===== config.mk =====
export PLATFORM = sky130hd
export DESIGN_NAME = integer_alu_floor_div_power
export DESIGN_NICKNAME = d
export VERILOG_FILES = /design/src/hw/rtl/iafdp_pkg.sv /design/src/hw/rtl/iafdp_iter.sv /design/src/hw/rtl/integer_alu_floor_div_power.sv
export SDC_FILE = /design/constraint.sdc
export NUM_CORES = 2
export LEC_CHECK = 0
export ABC_AREA = 1
export BUFFER_PORTS_ARGS = -buffer_cell sky130_fd_sc_hd__buf_2
export CAP_MARGIN = 40
export CELL_PAD_IN_SITES_DETAIL_PLACEMENT = 0
export CELL_PAD_IN_SITES_GLOBAL_PLACEMENT = 2
export CORE_MARGIN = 1
export CORE_UTILIZATION = 38
export DETAILED_ROUTE_END_ITERATION = 12
export PLACE_DENSITY = 0.92
export SETUP_SLACK_MARGIN = 0.5
export SLEW_MARGIN = 20
export SYNTH_ARGS = -nofsm -noshare
export SYNTH_HDL_FRONTEND = slang
export SYNTH_HIERARCHICAL = 1
export SYNTH_SLANG_ARGS = --single-unit

===== constraint.sdc =====
create_clock -name clk -period 44.8 [get_ports clk]
set_input_delay 2.24 -clock clk [delete_from_list [all_inputs] [get_ports clk]]
set_output_delay 2.24 -clock clk [all_outputs]
set_load 0.1 [all_outputs]

===== src/hw/rtl/iafdp_pkg.sv =====
// Shared types, codes and constants for the integer ALU.
package iafdp_pkg;

  localparam int DataWidth  = 64;
  localparam int CountWidth = 7;

  typedef enum logic [4:0] {
    OP_ADD = 5'd0, OP_SUB = 5'd1, OP_MUL = 5'd2, OP_MOD = 5'd3,
    OP_AND = 5'd4, OP_OR = 5'd5, OP_XOR = 5'd6, OP_NAND = 5'd7,
    OP_XNOR = 5'd8, OP_NOR = 5'd9, OP_SHL = 5'd10, OP_SHR = 5'd11,
    OP_POW = 5'd12, OP_FDIV = 5'd13, OP_LNAND = 5'd14, OP_LNOR = 5'd15,
    OP_LXOR = 5'd16, OP_LXNOR = 5'd17, OP_EQ = 5'd18, OP_NE = 5'd19,
    OP_LT = 5'd20, OP_LE = 5'd21, OP_GT = 5'd22, OP_GE = 5'd23,
    OP_DIV = 5'd24
  } op_t;

  typedef enum logic [1:0] {
    ST_OK = 2'd0, ST_DIV_ZERO = 2'd1, ST_SHIFT_RANGE = 2'd2, ST_NEEDS_FLOAT = 2'd3
  } status_t;

  typedef enum logic [1:0] {
    S_IDLE, S_RUN, S_DONE
  } state_t;

  // Kind of iterative job for the shared unit.
  typedef enum logic [1:0] {
    K_MUL, K_DIV, K_POW
  } kind_t;

  typedef struct packed {
    logic  start;
    kind_t kind;
  } seq_ctrl_t;

  typedef struct packed {
    logic busy;
    logic done;
  } seq_stat_t;

endpackage


===== src/hw/rtl/iafdp_iter.sv =====
// Shared shift-add / shift-subtract unit for multiply, divide and power.
module iafdp_iter (
  input  logic                                  clk,
  input  logic                                  rst,
  input  iafdp_pkg::seq_ctrl_t                  ctrl,
  input  logic [iafdp_pkg::DataWidth-1:0]       opa,
  input  logic [iafdp_pkg::DataWidth-1:0]       opb,
  output iafdp_pkg::seq_stat_t                  stat,
  output logic [iafdp_pkg::DataWidth-1:0]       prod,
  output logic [iafdp_pkg::DataWidth-1:0]       quo,
  output logic [iafdp_pkg::DataWidth-1:0]       rem
);
  localparam int W = iafdp_pkg::DataWidth;

  iafdp_pkg::kind_t                   kind;
  logic                               busy;
  logic                               done;
  logic [iafdp_pkg::CountWidth-1:0]   cnt;
  logic                               phase;   // power: 0 multiply acc, 1 square base
  logic [W-1:0] acc, mc, mp;                   // multiply accumulator, multiplicand, multiplier
  logic [W-1:0] base, expo, pacc;              // power state
  logic [W-1:0] q, r;
  logic [W:0]   trial;
  logic         mul_done;

  // Divider step: shift in next dividend bit, subtract divisor when it fits.
  // mp holds the divisor for the whole divide.
  assign trial = {r, q[W-1]} - {1'b0, mp};
  assign mul_done = (cnt == iafdp_pkg::CountWidth'(W - 1));

  always_ff @(posedge clk) begin
    if (rst) begin
      busy <= 1'b0;
      done <= 1'b0;
    end else begin
      done <= 1'b0;
      if (ctrl.start) begin
        busy <= 1'b1;
        kind <= ctrl.kind;
        cnt  <= '0;
        acc  <= '0;
        mc   <= opa;
        mp   <= opb;
        q    <= opa;
        r    <= '0;
        base <= opa;
        expo <= opb;
        pacc <= {{(W-1){1'b0}}, 1'b1};
        phase <= 1'b0;
        if (ctrl.kind == iafdp_pkg::K_POW) begin
          mc <= {{(W-1){1'b0}}, 1'b1};
          mp <= opb[0] ? opa : {{(W-1){1'b0}}, 1'b1};
        end
      end else if (busy) begin
        cnt <= cnt + 1'b1;
        case (kind)
          iafdp_pkg::K_DIV: begin
            if (!trial[W]) r <= trial[W-1:0];
            else           r <= {r[W-2:0], q[W-1]};
            q <= {q[W-2:0], ~trial[W]};
            if (mul_done) begin
              busy <= 1'b0;
              done <= 1'b1;
            end
          end
          default: begin
            // one shift-add step of mc * mp
            acc <= acc + (mp[0] ? mc : '0);
            mc  <= {mc[W-2:0], 1'b0};
            mp  <= {1'b0, mp[W-1:1]};
            if (mul_done) begin
              cnt <= '0;
              if (kind == iafdp_pkg::K_MUL) begin
                busy <= 1'b0;
                done <= 1'b1;
              end else if (!phase) begin
                // acc*base finished (or acc*1); now square the base
                pacc  <= acc + (mp[0] ? mc : '0);
                acc   <= '0;
                mc    <= base;
                mp    <= base;
                phase <= 1'b1;
              end else begin
                base <= acc + (mp[0] ? mc : '0);
                expo <= {1'b0, expo[W-1:1]};
                acc  <= '0;
                phase <= 1'b0;
                if (expo[W-1:1] == '0) begin
                  busy <= 1'b0;
                  done <= 1'b1;
                end else begin
                  mc <= pacc;
                  mp <= expo[1] ? (acc + (mp[0] ? mc : '0)) : {{(W-1){1'b0}}, 1'b1};
                end
              end
            end
          end
        endcase
      end
    end
  end

  assign stat = '{busy: busy, done: done};
  assign prod = (kind == iafdp_pkg::K_POW) ? pacc : acc;
  assign quo  = q;
  assign rem  = r;

  a_done_pulse: assert property (@(posedge clk) disable iff (rst) stat.done |=> !stat.done)
    else $error("done held");
  a_start_idle: assert property (@(posedge clk) disable iff (rst) ctrl.start |-> !busy)
    else $error("start while busy");
  a_done_ends: assert property (@(posedge clk) disable iff (rst) stat.done |-> !busy)
    else $error("done while busy");
endmodule


===== src/hw/rtl/integer_alu_floor_div_power.sv =====
// Top level of the iterative 64-bit integer ALU.
//
//  channel | valid     | stall     | word
//  in      | in_valid  | in_stall  | operation, left_operand, right_operand
//  out     | out_valid | out_stall | result_value, result_is_boolean, status
//
// Simple operations present their result in the cycle after acceptance.
// Multiply and divide run on the shared shift unit; power takes two
// multiplies on it per exponent bit up to its top set bit.
// The input stalls while a word is in work or the result word waits.
// Reset (rst, synchronous) clears the sequencer and the output valid.
module integer_alu_floor_div_power (
  input  logic        clk,
  input  logic        rst,
  input  logic        in_valid,
  output logic        in_stall,
  input  logic [4:0]  operation,
  input  logic signed [63:0] left_operand,
  input  logic signed [63:0] right_operand,
  output logic        out_valid,
  input  logic        out_stall,
  output logic signed [63:0] result_value,
  output logic        result_is_boolean,
  output logic [1:0]  status
);
  localparam int W = iafdp_pkg::DataWidth;

  iafdp_pkg::state_t state, state_next;
  iafdp_pkg::seq_ctrl_t ctrl;
  iafdp_pkg::seq_stat_t stat;
  iafdp_pkg::kind_t kind_next;
  logic [4:0]   op;
  logic [W-1:0] a, b, prod, quo, rem, ua, ub;
  logic [W-1:0] val, val_next;
  logic         boo_next;
  iafdp_pkg::status_t st_next;
  logic         need_iter;
  logic [W-1:0] la, rb;
  logic [W-1:0] q_s, r_s, it_val;
  logic         take;

  assign take = in_valid && !in_stall;
  assign la = left_operand[W-1:0];
  assign rb = right_operand[W-1:0];
  assign in_stall = (state != iafdp_pkg::S_IDLE);

  // Classify the incoming word: errors and simple ops answer at once.
  always_comb begin
    val_next = '0;
    boo_next = 1'b0;
    st_next  = iafdp_pkg::ST_OK;
    need_iter = 1'b0;
    kind_next = iafdp_pkg::K_MUL;
    case (operation)
      iafdp_pkg::OP_ADD:  val_next = la + rb;
      iafdp_pkg::OP_SUB:  val_next = la - rb;
      iafdp_pkg::OP_MUL:  need_iter = 1'b1;
      iafdp_pkg::OP_MOD, iafdp_pkg::OP_FDIV: begin
        if (rb == '0) st_next = iafdp_pkg::ST_DIV_ZERO;
        else begin
          need_iter = 1'b1;
          kind_next = iafdp_pkg::K_DIV;
        end
      end
      iafdp_pkg::OP_AND:  val_next = la & rb;
      iafdp_pkg::OP_OR:   val_next = la | rb;
      iafdp_pkg::OP_XOR:  val_next = la ^ rb;
      iafdp_pkg::OP_NAND: val_next = ~(la & rb);
      iafdp_pkg::OP_XNOR: val_next = ~(la ^ rb);
      iafdp_pkg::OP_NOR:  val_next = ~(la | rb);
      iafdp_pkg::OP_SHL, iafdp_pkg::OP_SHR: begin
        if (rb >= W'(W)) st_next = iafdp_pkg::ST_SHIFT_RANGE;
        else if (operation == iafdp_pkg::OP_SHL) val_next = la << rb[5:0];
        else val_next = W'($signed(la) >>> rb[5:0]);
      end
      iafdp_pkg::OP_POW: begin
        if (rb[W-1]) st_next = iafdp_pkg::ST_NEEDS_FLOAT;
        else if (rb == '0) val_next = {{(W-1){1'b0}}, 1'b1};
        else begin
          need_iter = 1'b1;
          kind_next = iafdp_pkg::K_POW;
        end
      end
      iafdp_pkg::OP_LNAND: begin boo_next = 1'b1; val_next = W'(!((la != '0) && (rb != '0))); end
      iafdp_pkg::OP_LNOR:  begin boo_next = 1'b1; val_next = W'(!((la != '0) || (rb != '0))); end
      iafdp_pkg::OP_LXOR:  begin boo_next = 1'b1; val_next = W'((la != '0) != (rb != '0)); end
      iafdp_pkg::OP_LXNOR: begin boo_next = 1'b1; val_next = W'((la != '0) == (rb != '0)); end
      iafdp_pkg::OP_EQ: begin boo_next = 1'b1; val_next = W'(la == rb); end
      iafdp_pkg::OP_NE: begin boo_next = 1'b1; val_next = W'(la != rb); end
      iafdp_pkg::OP_LT: begin boo_next = 1'b1; val_next = W'($signed(la) < $signed(rb)); end
      iafdp_pkg::OP_LE: begin boo_next = 1'b1; val_next = W'($signed(la) <= $signed(rb)); end
      iafdp_pkg::OP_GT: begin boo_next = 1'b1; val_next = W'($signed(la) > $signed(rb)); end
      iafdp_pkg::OP_GE: begin boo_next = 1'b1; val_next = W'($signed(la) >= $signed(rb)); end
      iafdp_pkg::OP_DIV:
        st_next = (rb == '0) ? iafdp_pkg::ST_DIV_ZERO : iafdp_pkg::ST_NEEDS_FLOAT;
      default: ;
    endcase
  end

  // Divider runs on magnitudes; power and multiply on raw bits.
  assign ua = (kind_next == iafdp_pkg::K_DIV && la[W-1]) ? -la : la;
  assign ub = (kind_next == iafdp_pkg::K_DIV && rb[W-1]) ? -rb : rb;
  assign ctrl = '{start: take && need_iter, kind: kind_next};

  iafdp_iter u_iter (
    .clk(clk), .rst(rst), .ctrl(ctrl), .opa(ua), .opb(ub),
    .stat(stat), .prod(prod), .quo(quo), .rem(rem)
  );

  // Restore signs and apply the floor correction.
  assign q_s = (a[W-1] != b[W-1]) ? -quo : quo;
  assign r_s = a[W-1] ? -rem : rem;
  always_comb begin
    if (op == iafdp_pkg::OP_MOD) it_val = r_s;
    else if (op == iafdp_pkg::OP_FDIV)
      it_val = q_s - W'((rem != '0) && (a[W-1] != b[W-1]));
    else it_val = prod;
  end

  always_ff @(posedge clk) begin
    if (rst) state <= iafdp_pkg::S_IDLE;
    else state <= state_next;
  end

  always_comb begin
    state_next = state;
    case (state)
      iafdp_pkg::S_IDLE:
        if (take) state_next = need_iter ? iafdp_pkg::S_RUN : iafdp_pkg::S_DONE;
      iafdp_pkg::S_RUN:
        if (stat.done) state_next = iafdp_pkg::S_DONE;
      iafdp_pkg::S_DONE:
        if (!out_stall) state_next = iafdp_pkg::S_IDLE;
      default: state_next = iafdp_pkg::S_IDLE;
    endcase
  end

  // Hold the word and the result payload.
  always_ff @(posedge clk) begin
    if (take) begin
      op  <= operation;
      a   <= la;
      b   <= rb;
      val <= val_next;
      result_is_boolean <= boo_next;
      status <= st_next;
    end else if (stat.done) begin
      val <= it_val;
    end
  end

  assign out_valid    = (state == iafdp_pkg::S_DONE);
  assign result_value = val;

  a_no_take_busy: assert property (@(posedge clk) disable iff (rst)
    state != iafdp_pkg::S_IDLE |-> !take) else $error("word taken while busy");
  a_done_in_run: assert property (@(posedge clk) disable iff (rst)
    stat.done |-> state == iafdp_pkg::S_RUN) else $error("stray done");
  a_err_zero: assert property (@(posedge clk) disable iff (rst)
    out_valid && status != iafdp_pkg::ST_OK |-> result_value == '0 && !result_is_boolean)
    else $error("error word carries data");
endmodule

==> run metrics <==
Min Clock Period, post-route=9.785 ns; Final setup viols=0; Max-Cap Viols=0; PwrDens=23.76 nW/um2; Clock Latency Late Sink=0.72 ns; DRC violations left=0; Most Frequent Cell on Critical Path=nand2_1; Iteration-0 DRC Markers=11760; worst setup path endpoint=u_iter/acc[11]; Clk Tree Root Cell=clkbuf_16; FF-to-FF setup slack=38.54 ns; crit path launch=right_operand[1]; Worst setup EP type=flip-flop; synth warn=6; Leakage=35.08 nW; Crit path required time=45.17 ns; post-CTS sizing=0; Die Footprint=190400 um2; Core Region=187600 um2; total chip power=0.001849 W; Syn Inst Count=11880; Clock Skews=0.03864 ns; R2R depth=29; total routed wirelength=464900 um; Setup Crit Path Kind=primary input to flip-flop; reg-to-reg endpoint=result_value[43]; Congestion Overflow GR=0; GR Util All Layers=47.01%; Reg clk slew, reported paths=0.07 ns; Tightest Pin Transition=1.091 ns; period utilization=21.84%; FF-to-FF Start=u_iter/rem[0]; Crit path arrival time=10.15 ns; vias in the first global route=81940; largest net degree at the start of global routing=185; post-CTS setup buffer count=0; CTS max path bufs=3; total CTS buffers=67; fmax=102.2 MHz; Ports=206; Starting Density=38.22%; clk sinks=599; startpoint types=primary input; DP HPWL=379400 um; IO Port Bufs=205; drt pass-1 iters=10; first-pass GRT wire length=632600 um; DR vias=87730; Max stage delay on crit path=0.72 ns; Fin. Hold Viols=0; share of cells above drive strength 1=6.010%; Avg Vias per Cell=6.081; GP Congestion=1.117; Mapped Area=71700 um2; row cnt=159; Layout Nets=12300; Die Y=436.4 um; antenna violations before repair=59; Setup TNS=0 ns; outcome=complete, no violations; CTS H-tree depth=3; Worst VDD drop=0.02766 mV; Hold-fix buffers, CTS=0; DR WL/cell=32.23 um; die width=436.4 um; critical path's slowest cell=buf_4; syn_nets=12350; Worst Hold Class=flip-flop to flip-flop; Post-DRT Antenna Nets=0; slew margin rel.=27.23%; CP Max Fanout=85; CTS tree=yes; RSZ-0062 raised after global routing=false; fin. max-slew vios=0; area grow syn2layout=8.528%; Avg Inst Size Synth=6.036 um2
[worst min path at each step]
stage	from	to	cells past startpoint
after CTS	u_iter/expo[51]	u_iter/expo[50]	2
after global routing	u_iter/expo[44]	u_iter/expo[43]	2
final	u_iter/expo[51]	u_iter/expo[50]	2
after detailed placement	u_iter/expo[59]	u_iter/expo[58]	2
after floorplan	u_iter/busy	u_iter/done	2
after global placement	u_iter/expo[43]	u_iter/expo[42]	2
[worst max-delay path, delay by kind of cell]
kind | cells | cell delay, ns
adder cells (fa/ha/maj) | 1 | 0.31
buffers and inverters | 11 | 4.35
AND/OR/NAND/NOR | 17 | 2.95
[metal layers]
layer  share of wire (%)  global-route usage [%]  routed length [um]  vias to the layer above
li1                    -                       -                   -                    39010
met1                  36                   53.73              165400                    41730
met2                  43                   71.41              198500                     5577
met3                  11                   14.22               52600                     1374
met4                  10                   40.65               48240                       32
met5               0.037                       0                 172                        -
[per-stage QoR]
stage                     worst slack, ns  utilization (%)  cells  hold WS (ns)  instance area (um2)
after floorplan                     26.42                -  11880        0.4527                71700
after global placement              34.21            39.93  14200        0.5199                74920
after detailed placement            34.67            40.17  14240        0.5298                75370
after CTS                           35.38            41.33  14360        0.5407                77540
after global routing                34.67            41.45  14410        0.5670                77760
final                               35.01            41.48  14430        0.5448                77810
[flip-flops by register name, indices dropped and copies added (netlist names), 5 cells and up]
name and flops:
u_iter/base 64, u_iter/quo 64, u_iter/acc 64, op 5, u_iter/cnt 7, u_iter/pacc 64
u_iter/mc 64, u_iter/rem 64, u_iter/mp 64, result_value 64, u_iter/expo 63
[layout make-up]
cell class                 instances  area, um2
inverter                        1494       5628
tap                             2495       3122
multi-input combinational       9282      46210
clock inverter                    39      419.2
clock buffer                      81       1750
timing repair buffer             386       2608
antenna                           50      125.1
sequential                       599      17950
fill                           21010     109800
[power by group]
group,leakage [nW],internal [W],switching [W]
logic,28.6,0.000136,0.000492
clock network,1.04,0.000313,0.000266
registers,5.46,0.000633,0.00000944
total,35.1,0.00108,0.000768
[layout by cell type (no fill, tap or decap), drive strengths merged, types with 16 or more instances in the layout]
cell type and n:
nand3 743, clkinv 32, edfxtp 595, or2 42
a2111oi 44, a31oi 86, nor2 1666, diode 50
xor2 191, o22ai 88, a21oi 655, buf 380
nand3b 42, o21bai 49, o221ai 22, inv 1492
o21a 24, o21ai 1073, nor3 141, clkbuf 86
o2111ai 38, o211ai 131, mux2i 49, xnor2 33
a21o 24, ha 329, nor4 55, nand4 143
nand2 3512, a221oi 18, a21boi 22, a211oi 16
Note: power is estimated with default switching activity, not from simulation.
